===== config.mk =====
export PLATFORM = sky130hd
export DESIGN_NAME = slcan_reply_parser
export DESIGN_NICKNAME = d
export VERILOG_FILES = /design/src/slcan_rp_pkg.sv /design/src/slcan_rp_front.sv /design/src/slcan_rp_queue.sv /design/src/slcan_rp_back.sv /design/src/slcan_reply_parser.sv
export VERILOG_INCLUDE_DIRS = /design/src /design/src/src
export SDC_FILE = /design/constraint.sdc
export NUM_CORES = 1
export LEC_CHECK = 0
export BUFFER_PORTS_ARGS = -buffer_cell sky130_fd_sc_hd__buf_2
export CORE_ASPECT_RATIO = 1.5
export CORE_UTILIZATION = 30
export DETAILED_ROUTE_END_ITERATION = 10
export SYNTH_ARGS = -nofsm -noshare
export SYNTH_HDL_FRONTEND = slang
export SYNTH_SLANG_ARGS = --single-unit

===== constraint.sdc =====
create_clock -name clock -period 14.6 [get_ports clock]
set_input_delay 2.19 -clock clock [delete_from_list [all_inputs] [get_ports clock]]
set_output_delay 2.19 -clock clock [all_outputs]
set_load 0.02 [all_outputs]

===== src/assert_macros.svh =====
// ----------------------------------------------------------------------------
// Assertion macros
// Shared concurrent assertion helpers. They expand to nothing when SYNTHESIS
// is defined.
// ----------------------------------------------------------------------------
`ifndef ASSERT_MACROS_SVH
`define ASSERT_MACROS_SVH
`ifndef SYNTHESIS
// Property checked at every rising edge outside reset.
`define ASSERT_CLK(name, clk, rst, prop, msg) \
   name: assert property (@(posedge clk) disable iff (rst) (prop)) else $error(msg);
// Property checked at every rising edge, reset included.
`define ASSERT_CLK_ALWAYS(name, clk, prop, msg) \
   name: assert property (@(posedge clk) (prop)) else $error(msg);
`else
`define ASSERT_CLK(name, clk, rst, prop, msg)
`define ASSERT_CLK_ALWAYS(name, clk, prop, msg)
`endif
`endif


===== src/slcan_rp_pkg.sv =====
// ----------------------------------------------------------------------------
// slcan_rp_pkg
// Types, byte codes and helpers shared by the serial CAN reply parser.
// ----------------------------------------------------------------------------
package slcan_rp_pkg;

   localparam logic [7:0] CHAR_BEL = 8'd7;
   localparam logic [7:0] CHAR_CR  = 8'd13;
   localparam logic [7:0] CHAR_N   = 8'h4E;
   localparam logic [7:0] CHAR_V   = 8'h56;
   localparam logic [7:0] CHAR_T_L = 8'h74;
   localparam logic [7:0] CHAR_T_U = 8'h54;
   localparam logic [7:0] CHAR_R_L = 8'h72;
   localparam logic [7:0] CHAR_R_U = 8'h52;

   localparam logic [1:0] HDR_NONE    = 2'd0;
   localparam logic [1:0] HDR_SERIAL  = 2'd1;
   localparam logic [1:0] HDR_VERSION = 2'd2;
   localparam logic [1:0] HDR_FRAME   = 2'd3;

   localparam logic [2:0] EV_OK      = 3'd0;
   localparam logic [2:0] EV_ERROR   = 3'd1;
   localparam logic [2:0] EV_SERIAL  = 3'd2;
   localparam logic [2:0] EV_VERSION = 3'd3;
   localparam logic [2:0] EV_FRAME   = 3'd4;

   localparam logic [3:0] MAX_DLC = 4'd8;

   typedef struct packed {
      logic [7:0] rx_byte;
      logic [3:0] hex_digit;
      logic       is_bel;
      logic       is_cr;
      logic [1:0] hdr_code;
      logic       frame_ext;
      logic       frame_rtr;
   } token_type;

   typedef struct packed {
      logic [2:0]  event_kind;
      logic [28:0] frame_id;
      logic        is_extended;
      logic        is_remote;
      logic [3:0]  data_length;
      logic [63:0] payload;
      logic        has_timestamp;
      logic [15:0] timestamp;
      logic [31:0] info_chars;
   } result_type;

   // Non-hex characters count as zero.
   function automatic logic [3:0] hex_value(input logic [7:0] c);
      logic [3:0] v;
      v = 4'd0;
      if (c >= 8'h30 && c <= 8'h39) begin
         v = c[3:0];
      end else if ((c >= 8'h61 && c <= 8'h66) || (c >= 8'h41 && c <= 8'h46)) begin
         v = c[3:0] + 4'd9;
      end
      return v;
   endfunction

endpackage


===== src/slcan_rp_front.sv =====
// ----------------------------------------------------------------------------
// slcan_rp_front
// Classifies each received byte: control characters, header letters and
// hex digit value, ready for the parser behind the queue.
// ----------------------------------------------------------------------------
module slcan_rp_front
   import slcan_rp_pkg::*;
(
   input  logic [7:0] rx_byte,
   output token_type  token
);

   always_comb begin
      token           = '0;
      token.rx_byte   = rx_byte;
      token.hex_digit = hex_value(rx_byte);
      token.is_bel    = (rx_byte == CHAR_BEL);
      token.is_cr     = (rx_byte == CHAR_CR);
      case (rx_byte)
         CHAR_N: begin
            token.hdr_code = HDR_SERIAL;
         end
         CHAR_V: begin
            token.hdr_code = HDR_VERSION;
         end
         CHAR_T_L: begin
            token.hdr_code = HDR_FRAME;
         end
         CHAR_T_U: begin
            token.hdr_code  = HDR_FRAME;
            token.frame_ext = 1'b1;
         end
         CHAR_R_L: begin
            token.hdr_code  = HDR_FRAME;
            token.frame_rtr = 1'b1;
         end
         CHAR_R_U: begin
            token.hdr_code  = HDR_FRAME;
            token.frame_ext = 1'b1;
            token.frame_rtr = 1'b1;
         end
         default: begin
            token.hdr_code = HDR_NONE;
         end
      endcase
   end

endmodule


===== src/slcan_rp_queue.sv =====
// ----------------------------------------------------------------------------
// slcan_rp_queue
// Short first-in first-out queue of classified bytes between the front and
// the parser, so that each side can stall on its own.
// ----------------------------------------------------------------------------
module slcan_rp_queue
   import slcan_rp_pkg::*;
#(
   parameter int DEPTH = 2
)
(
   input  logic      clock,
   input  logic      reset,
   input  logic      push,
   input  token_type push_token,
   output logic      full,
   input  logic      pop,
   output logic      not_empty,
   output token_type head_token
);

   localparam int PTR_W = (DEPTH > 1) ? $clog2(DEPTH) : 1;
   localparam int CNT_W = $clog2(DEPTH + 1);
   localparam logic [PTR_W-1:0] LAST_PTR = PTR_W'(DEPTH - 1);
   localparam logic [CNT_W-1:0] FULL_CNT = CNT_W'(DEPTH);
   localparam logic [PTR_W-1:0] ONE_PTR  = PTR_W'(1);
   localparam logic [CNT_W-1:0] ONE_CNT  = CNT_W'(1);

   token_type        entry_ff [DEPTH];
   logic [PTR_W-1:0] wr_ptr_ff, wr_ptr_in;
   logic [PTR_W-1:0] rd_ptr_ff, rd_ptr_in;
   logic [CNT_W-1:0] count_ff, count_in;

   assign full       = (count_ff == FULL_CNT);
   assign not_empty  = (count_ff != '0);
   assign head_token = entry_ff[rd_ptr_ff];

   always_comb begin
      wr_ptr_in = wr_ptr_ff;
      rd_ptr_in = rd_ptr_ff;
      count_in  = count_ff;
      if (push) begin
         wr_ptr_in = (wr_ptr_ff == LAST_PTR) ? '0 : wr_ptr_ff + ONE_PTR;
      end
      if (pop) begin
         rd_ptr_in = (rd_ptr_ff == LAST_PTR) ? '0 : rd_ptr_ff + ONE_PTR;
      end
      if (push && !pop) begin
         count_in = count_ff + ONE_CNT;
      end else if (pop && !push) begin
         count_in = count_ff - ONE_CNT;
      end
   end

   always_ff @(posedge clock) begin
      if (reset) begin
         wr_ptr_ff <= '0;
         rd_ptr_ff <= '0;
         count_ff  <= '0;
      end else begin
         wr_ptr_ff <= wr_ptr_in;
         rd_ptr_ff <= rd_ptr_in;
         count_ff  <= count_in;
      end
   end

   always_ff @(posedge clock) begin
      if (push) begin
         entry_ff[wr_ptr_ff] <= push_token;
      end
   end

endmodule


===== src/slcan_rp_back.sv =====
// ----------------------------------------------------------------------------
// slcan_rp_back
// Reply parser: walks the header, identifier, length, data and timestamp
// fields one classified byte at a time and loads finished events into the
// response register.
// ----------------------------------------------------------------------------
module slcan_rp_back
   import slcan_rp_pkg::*;
(
   input  logic       clock,
   input  logic       reset,
   input  logic       pass_frames,
   input  logic       tok_valid,
   input  token_type  tok,
   output logic       tok_pop,
   output logic       rsp_valid,
   input  logic       rsp_ready,
   output result_type rsp
);

   localparam logic [3:0] PH_IDLE     = 4'd0;
   localparam logic [3:0] PH_SERIAL   = 4'd1;
   localparam logic [3:0] PH_VERSION  = 4'd2;
   localparam logic [3:0] PH_ID       = 4'd3;
   localparam logic [3:0] PH_DLC      = 4'd4;
   localparam logic [3:0] PH_DATA     = 4'd5;
   localparam logic [3:0] PH_END      = 4'd6;
   localparam logic [3:0] PH_STAMP    = 4'd7;
   localparam logic [3:0] PH_STAMP_CR = 4'd8;

   logic [3:0]  phase_ff, phase_in;
   logic [4:0]  count_ff, count_in;
   logic [28:0] id_ff, id_in;
   logic [3:0]  len_ff, len_in;
   logic [63:0] data_ff, data_in;
   logic        ext_ff, ext_in;
   logic        rtr_ff, rtr_in;
   logic [15:0] stamp_ff, stamp_in;
   logic [31:0] chars_ff, chars_in;
   logic        rsp_valid_ff, rsp_valid_in;
   result_type  rsp_ff, rsp_in;

   logic        emit;
   result_type  res;
   logic [4:0]  count_inc;
   logic [3:0]  dlc;
   logic [5:0]  nib_shift;
   logic [3:0]  d;

   // A byte is taken whenever the response register is free or being emptied.
   assign tok_pop   = tok_valid && (!rsp_valid_ff || rsp_ready);
   assign rsp_valid = rsp_valid_ff;
   assign rsp       = rsp_ff;

   assign d         = tok.hex_digit;
   assign count_inc = count_ff + 5'd1;
   assign dlc       = (d > MAX_DLC) ? MAX_DLC : d;
   // Each byte is sent high nibble first, and byte i sits in bits 8i+7..8i.
   assign nib_shift = {count_ff[3:1], ~count_ff[0], 2'b00};

   always_comb begin
      phase_in = phase_ff;
      count_in = count_ff;
      id_in    = id_ff;
      len_in   = len_ff;
      data_in  = data_ff;
      ext_in   = ext_ff;
      rtr_in   = rtr_ff;
      stamp_in = stamp_ff;
      chars_in = chars_ff;
      emit     = 1'b0;
      res      = '0;

      case (phase_ff)
         PH_IDLE: begin
            if (tok.is_bel || tok.is_cr) begin
               emit           = 1'b1;
               res.event_kind = tok.is_bel ? EV_ERROR : EV_OK;
            end else begin
               case (tok.hdr_code)
                  HDR_SERIAL: begin
                     phase_in = PH_SERIAL;
                     count_in = '0;
                     chars_in = '0;
                  end
                  HDR_VERSION: begin
                     phase_in = PH_VERSION;
                     count_in = '0;
                     chars_in = '0;
                  end
                  HDR_FRAME: begin
                     phase_in = PH_ID;
                     count_in = '0;
                     id_in    = '0;
                     len_in   = '0;
                     data_in  = '0;
                     stamp_in = '0;
                     ext_in   = tok.frame_ext;
                     rtr_in   = tok.frame_rtr;
                  end
                  default: begin
                     phase_in = PH_IDLE;
                  end
               endcase
            end
         end
         PH_SERIAL, PH_VERSION: begin
            // The serial number waits for one closing byte after its four
            // characters; the version is reported on its fourth character.
            if (count_ff < 5'd4) begin
               chars_in = {chars_ff[23:0], tok.rx_byte};
               count_in = count_inc;
            end
            if (count_ff == 5'd4 || (phase_ff == PH_VERSION && count_inc == 5'd4)) begin
               emit           = 1'b1;
               res.event_kind = (phase_ff == PH_SERIAL) ? EV_SERIAL : EV_VERSION;
               res.info_chars = chars_in;
               phase_in       = PH_IDLE;
               count_in       = '0;
            end
         end
         PH_ID: begin
            id_in    = {id_ff[24:0], d};
            count_in = count_inc;
            if (count_inc >= (ext_ff ? 5'd8 : 5'd3)) begin
               phase_in = PH_DLC;
               count_in = '0;
            end
         end
         PH_DLC: begin
            len_in   = dlc;
            count_in = '0;
            phase_in = (rtr_ff || dlc == 4'd0) ? PH_END : PH_DATA;
         end
         PH_DATA: begin
            data_in  = data_ff | ({60'd0, d} << nib_shift);
            count_in = count_inc;
            if (count_inc >= {len_ff, 1'b0}) begin
               phase_in = PH_END;
               count_in = '0;
            end
         end
         PH_END: begin
            if (tok.is_cr) begin
               phase_in          = PH_IDLE;
               emit              = pass_frames;
               res.event_kind    = EV_FRAME;
               res.frame_id      = id_ff;
               res.is_extended   = ext_ff;
               res.is_remote     = rtr_ff;
               res.data_length   = len_ff;
               res.payload       = data_ff;
            end else begin
               stamp_in = {12'd0, d};
               count_in = 5'd1;
               phase_in = PH_STAMP;
            end
         end
         PH_STAMP: begin
            stamp_in = {stamp_ff[11:0], d};
            count_in = count_inc;
            if (count_inc >= 5'd4) begin
               phase_in = PH_STAMP_CR;
               count_in = '0;
            end
         end
         PH_STAMP_CR: begin
            // The closing byte is consumed without a check.
            phase_in          = PH_IDLE;
            emit              = pass_frames;
            res.event_kind    = EV_FRAME;
            res.frame_id      = id_ff;
            res.is_extended   = ext_ff;
            res.is_remote     = rtr_ff;
            res.data_length   = len_ff;
            res.payload       = data_ff;
            res.has_timestamp = 1'b1;
            res.timestamp     = stamp_ff;
         end
         default: begin
            phase_in = PH_IDLE;
            count_in = '0;
         end
      endcase
   end

   always_comb begin
      rsp_in       = rsp_ff;
      rsp_valid_in = rsp_valid_ff && !rsp_ready;
      if (tok_pop && emit) begin
         rsp_in       = res;
         rsp_valid_in = 1'b1;
      end
   end

   always_ff @(posedge clock) begin
      if (reset) begin
         phase_ff     <= PH_IDLE;
         count_ff     <= '0;
         rsp_valid_ff <= 1'b0;
      end else begin
         rsp_valid_ff <= rsp_valid_in;
         if (tok_pop) begin
            phase_ff <= phase_in;
            count_ff <= count_in;
         end
      end
   end

   always_ff @(posedge clock) begin
      rsp_ff <= rsp_in;
      if (tok_pop) begin
         id_ff    <= id_in;
         len_ff   <= len_in;
         data_ff  <= data_in;
         ext_ff   <= ext_in;
         rtr_ff   <= rtr_in;
         stamp_ff <= stamp_in;
         chars_ff <= chars_in;
      end
   end

endmodule


===== src/slcan_reply_parser.sv =====
// A byte that completes an event is written into the queue by the edge that accepts it;
// the response register, shown on rsp_, is loaded when the parser pops it from the queue.
// Throughput: one byte per cycle; the parser takes one queued byte each cycle that the
// response register is free or being emptied; req_ready drops while the queue is full.
// Reset clears the parse state, the queue and the response valid, and closes the frame
// pass-through (pass_frames = 0).
// ----------------------------------------------------------------------------
// slcan_reply_parser
// Receive-side parser for the ASCII replies of a serial CAN adapter: ok,
// error, serial number, version and received CAN frame events.
// ----------------------------------------------------------------------------
`include "assert_macros.svh"

module slcan_reply_parser
   import slcan_rp_pkg::*;
#(
   parameter int QUEUE_DEPTH = 2
)
(
   input  logic        clock,
   input  logic        reset,
   input  logic        csr_wr_en,
   input  logic        csr_wr_data,
   input  logic        req_valid,
   output logic        req_ready,
   input  logic [7:0]  req_rx_byte,
   output logic        rsp_valid,
   input  logic        rsp_ready,
   output logic [2:0]  rsp_event_kind,
   output logic [28:0] rsp_frame_id,
   output logic        rsp_is_extended,
   output logic        rsp_is_remote,
   output logic [3:0]  rsp_data_length,
   output logic [63:0] rsp_payload,
   output logic        rsp_has_timestamp,
   output logic [15:0] rsp_timestamp,
   output logic [31:0] rsp_info_chars
);

   logic       pass_frames_ff, pass_frames_in;
   token_type  front_token;
   token_type  head_token;
   logic       queue_full;
   logic       queue_not_empty;
   logic       back_pop;
   result_type rsp;

   assign pass_frames_in = csr_wr_en ? csr_wr_data : pass_frames_ff;

   always_ff @(posedge clock) begin
      if (reset) begin
         pass_frames_ff <= 1'b0;
      end else begin
         pass_frames_ff <= pass_frames_in;
      end
   end

   assign req_ready = !queue_full;

   slcan_rp_front u_front (
      .rx_byte (req_rx_byte),
      .token   (front_token)
   );

   slcan_rp_queue #(
      .DEPTH (QUEUE_DEPTH)
   ) u_queue (
      .clock      (clock),
      .reset      (reset),
      .push       (req_valid && req_ready),
      .push_token (front_token),
      .full       (queue_full),
      .pop        (back_pop),
      .not_empty  (queue_not_empty),
      .head_token (head_token)
   );

   slcan_rp_back u_back (
      .clock       (clock),
      .reset       (reset),
      .pass_frames (pass_frames_ff),
      .tok_valid   (queue_not_empty),
      .tok         (head_token),
      .tok_pop     (back_pop),
      .rsp_valid   (rsp_valid),
      .rsp_ready   (rsp_ready),
      .rsp         (rsp)
   );

   assign rsp_event_kind    = rsp.event_kind;
   assign rsp_frame_id      = rsp.frame_id;
   assign rsp_is_extended   = rsp.is_extended;
   assign rsp_is_remote     = rsp.is_remote;
   assign rsp_data_length   = rsp.data_length;
   assign rsp_payload       = rsp.payload;
   assign rsp_has_timestamp = rsp.has_timestamp;
   assign rsp_timestamp     = rsp.timestamp;
   assign rsp_info_chars    = rsp.info_chars;

   `ASSERT_CLK_ALWAYS(a_pop_needs_item, clock, back_pop |-> queue_not_empty, "parser popped an empty queue")
   `ASSERT_CLK(a_dlc_clamped, clock, reset, rsp_valid |-> rsp_data_length <= MAX_DLC, "data length above eight")
   `ASSERT_CLK(a_non_frame_clean, clock, reset, (rsp_valid && rsp_event_kind != EV_FRAME) |-> (rsp_frame_id == '0 && rsp_payload == '0 && !rsp_has_timestamp), "frame fields set on a non-frame event")
   `ASSERT_CLK(a_stamp_zero, clock, reset, (rsp_valid && !rsp_has_timestamp) |-> rsp_timestamp == '0, "timestamp set without a timestamp flag")

endmodule


==> metrics.yaml <==
cts_sinks: 350
p_switching_mw: 1.07
ys_seq_area_frac: 0.718
placed_area_um2: 15900
syn_inst: 1044
io-pin-count: 167
synth.most_common_cell: "edfxtp_1"
grt_usage: 0.127
core-area_um2: 47600
multi_input_area_um2: 3800
worst_slew_pin_slew_ns: 1.20
antenna_found_initial: 1
drt_pre_antenna_iters: 5
async_reset_ff_frac: 0
via_count: 8507
fin_nets: 1228
power_frac_seq: 0.482
avgSynthCellArea_um2: 13.8
outcome: "finished clean"
worst_skew_pair.late_latency_ns: 0.55
arrival_ns: 4.59
fin_setup_tns_ns: 0
fin_cells: 1823
synth.cell_area_um2: 14400
fp.dieArea_um2: 49000
rsz0062_at_grt: "no"
relSlewSlack: 0.202
yosysWarnings: 0
max_freq_ghz: 0.225
comb_power_share: 0.242
fp.dieW_um: 181
place_congestion: 0.798
crit_family: "buffers and inverters"
syn_to_final_growth_pct: 18.0
power.share.clock: 0.275
crit_slowest_cell: "buf_4"
report.final.slew_viol_count: 0
critPathKind: "primary input to register"
via_per_inst: 4.67
rrSetupSlack_ns: 10.26
cp.required_ns: 14.75
hold_class: "register to register"
critPathMaxStageDelay_ns: 0.93
crit_path_end: "u_back.rsp[109]"
clk_pin_slew_worst_paths_ns: 0.06
cts_made_buffers: 35
drcViolationCount: 0
intPower_mw: 2.16
ctsResizeCount: 0
synthTopCellsByCount: "334 x edfxtp_1, 154 x and2_1, 143 x nor2_1"
drt_iter0_drc: 682
finalSetupViolations: 0
netlist_top_cells_area: "edfxtp_1 70%, and2_1 6.7%, nor2_1 3.7%, mux2i_1 2.7%, a21oi_1 2.6%"
worstPathMaxFanout: 93
grt_overflow: 0
layout-drive-gt1-share: 0.206
worstReg2RegEnd: "u_back.rsp[109]"
placedCellCount: 1762
synth_edf_count: 334
p_per_area_nw_per_um2: 190
synth_top_area_share: 0.695
cts_root_buf: "clkbuf_16"
port_buffers: 166
cts_tree: "done"
r2r_cells: 8
yosysUniqueCellTypes: 64
grt_pass1_vias: 8421
power_mw: 3.23
period_share: 0.304
synth-seq-cells: 350
drtAntennaViolNets: 0
fin_crit_ns: 4.44
grt_pass1_wl_um: 48600
cp_cell_sequence: "buf_2 > nand2b_1 > o21ai_1 > nand3b_1 > inv_6 > buf_4"
endpoint_kind: "register"
finalWirelength_um: 31600
clockBufferDepth: 3
n_antenna_cell: 0
seq_area_um2: 10300
holdWs_ns: 0.499
start_util: 0.303
worst-path-stages: 6
wl_per_cell_um: 17.3
p_leak_nw: 6.30
critPathLaunch: "rsp_ready"
fin_worst_skew_ns: 0.0322
critPathLaunchType: "primary input"
synth_top_area_cell: "edfxtp_1"
fin_area_um2: 17000
synthFlopType: "edfxtp_1"
irDropWorstVdd_v: 0.0000756
htreeDepth: 2
placementRows: 98
fillers: 4619
syn_nets: 1073
hold_violations: 0
switching_share: 0.331
hpwlAfterDp_um: 20900
die_h_um: 271
r2r_start: "u_back.phase_ff[1]"
post_cts_buffers: 0
cts_hold_buf: 0
maxCapViolCount: 0
grt_max_degree: 103
critPathBufInv: 3
==> cell usage in the layout, fill, tap and decap left out, drive strengths merged, types with 15 or more instances in the layout <==
cell type / instances
ha: 15
and2: 154
dfxtp: 16
mux2i: 39
buf: 178
a21oi: 75
nor3: 37
clkbuf: 43
nand2: 22
inv: 20
nor2: 143
edfxtp: 334
==> power by group through the flow <==
stage	combinational [mW]	sequential (mW)	clock, mW
2_1_floorplan	0.322	1.78	0
3_3_place_gp	0.785	1.58	0
3_5_place_dp	0.798	1.59	0
4_1_cts	0.800	1.57	0.916
5_1_grt	0.846	1.59	0.950
6_report	0.783	1.56	0.891
==> how the worst min path moves through the flow <==
stage,startpoint,end,slack (ns),cells past startpoint
floorplan,pass_frames_ff,pass_frames_ff,0.46,2
global placement,u_queue.count_ff[1],u_queue.count_ff[1],0.49,2
detailed placement,u_queue.rd_ptr_ff,register,0.50,2
CTS,u_queue.rd_ptr_ff,register,0.49,2
global route,u_queue.rd_ptr_ff,register,0.53,2
finish,u_queue.rd_ptr_ff,register,0.50,2
==> logic make-up (layout without fill, tap and decap cells) <==
group / Yosys count / in the layout / synth area share
compound gates: 133 / 133 / 0.0568
xor+xnor: 9 / 9 / 0.00547
fa+ha+maj: 15 / 15 / 0.0130
buf+inv: 79 / 258 / 0.0229
flops: 350 / 350 / 0.718
mux: 49 / 49 / 0.0351
simple gates: 409 / 409 / 0.149
==> stage by stage <==
| stage | setup slack [ns] | util |
|---|---|---|
| after floorplan | 8.21 | - |
| after global placement | 9.55 | 0.334 |
| after detailed placement | 9.51 | 0.334 |
| after CTS | 10.07 | 0.358 |
| after global routing | 9.79 | 0.358 |
| final | 10.16 | 0.358 |
==> worst reg2reg max path: cells and delay by family, from the launching register on <==
kind                   cells  cell delay (ns)
AOI/OAI and AO/OA          3             0.45
buffers and inverters      3             2.01
DFF                        1             0.69
and+or+nand+nor            2             0.67
==> cell type report <==
class / count / share of cell area
flip-flops and latches: 350 / 0.608
multi-input cells: 615 / 0.223
repair buffers: 178 / 0.0541
clock buffers: 43 / 0.0538
well taps: 600 / 0.0441
clock inverters: 18 / 0.0120
inverters: 19 / 0.00448
==> registers in the layout (all words and copies together), names as in the netlist, named ones only <==
name,cells
u_back.chars_ff,32
u_back.rsp,151
u_back.data_ff,64
u_back.len_ff,4
u_back.rsp_valid,1
u_queue.count_ff,2
pass_frames_ff,1
u_queue.rd_ptr_ff,1
u_queue.wr_ptr_ff,1
u_back.rtr_ff,1
u_back.count_ff,5
u_back.ext_ff,1
u_back.phase_ff,4
u_back.stamp_ff,16
u_back.id_ff,29
u_queue.entry_ff,36
==> layer usage <==
metal  routed length, um  track usage
met1               12600        0.147
met2               16700        0.231
met3                1230       0.0190
met4                1130       0.0560
met5                   0            0
No activity file was read; power rests on OpenSTA's default activity.
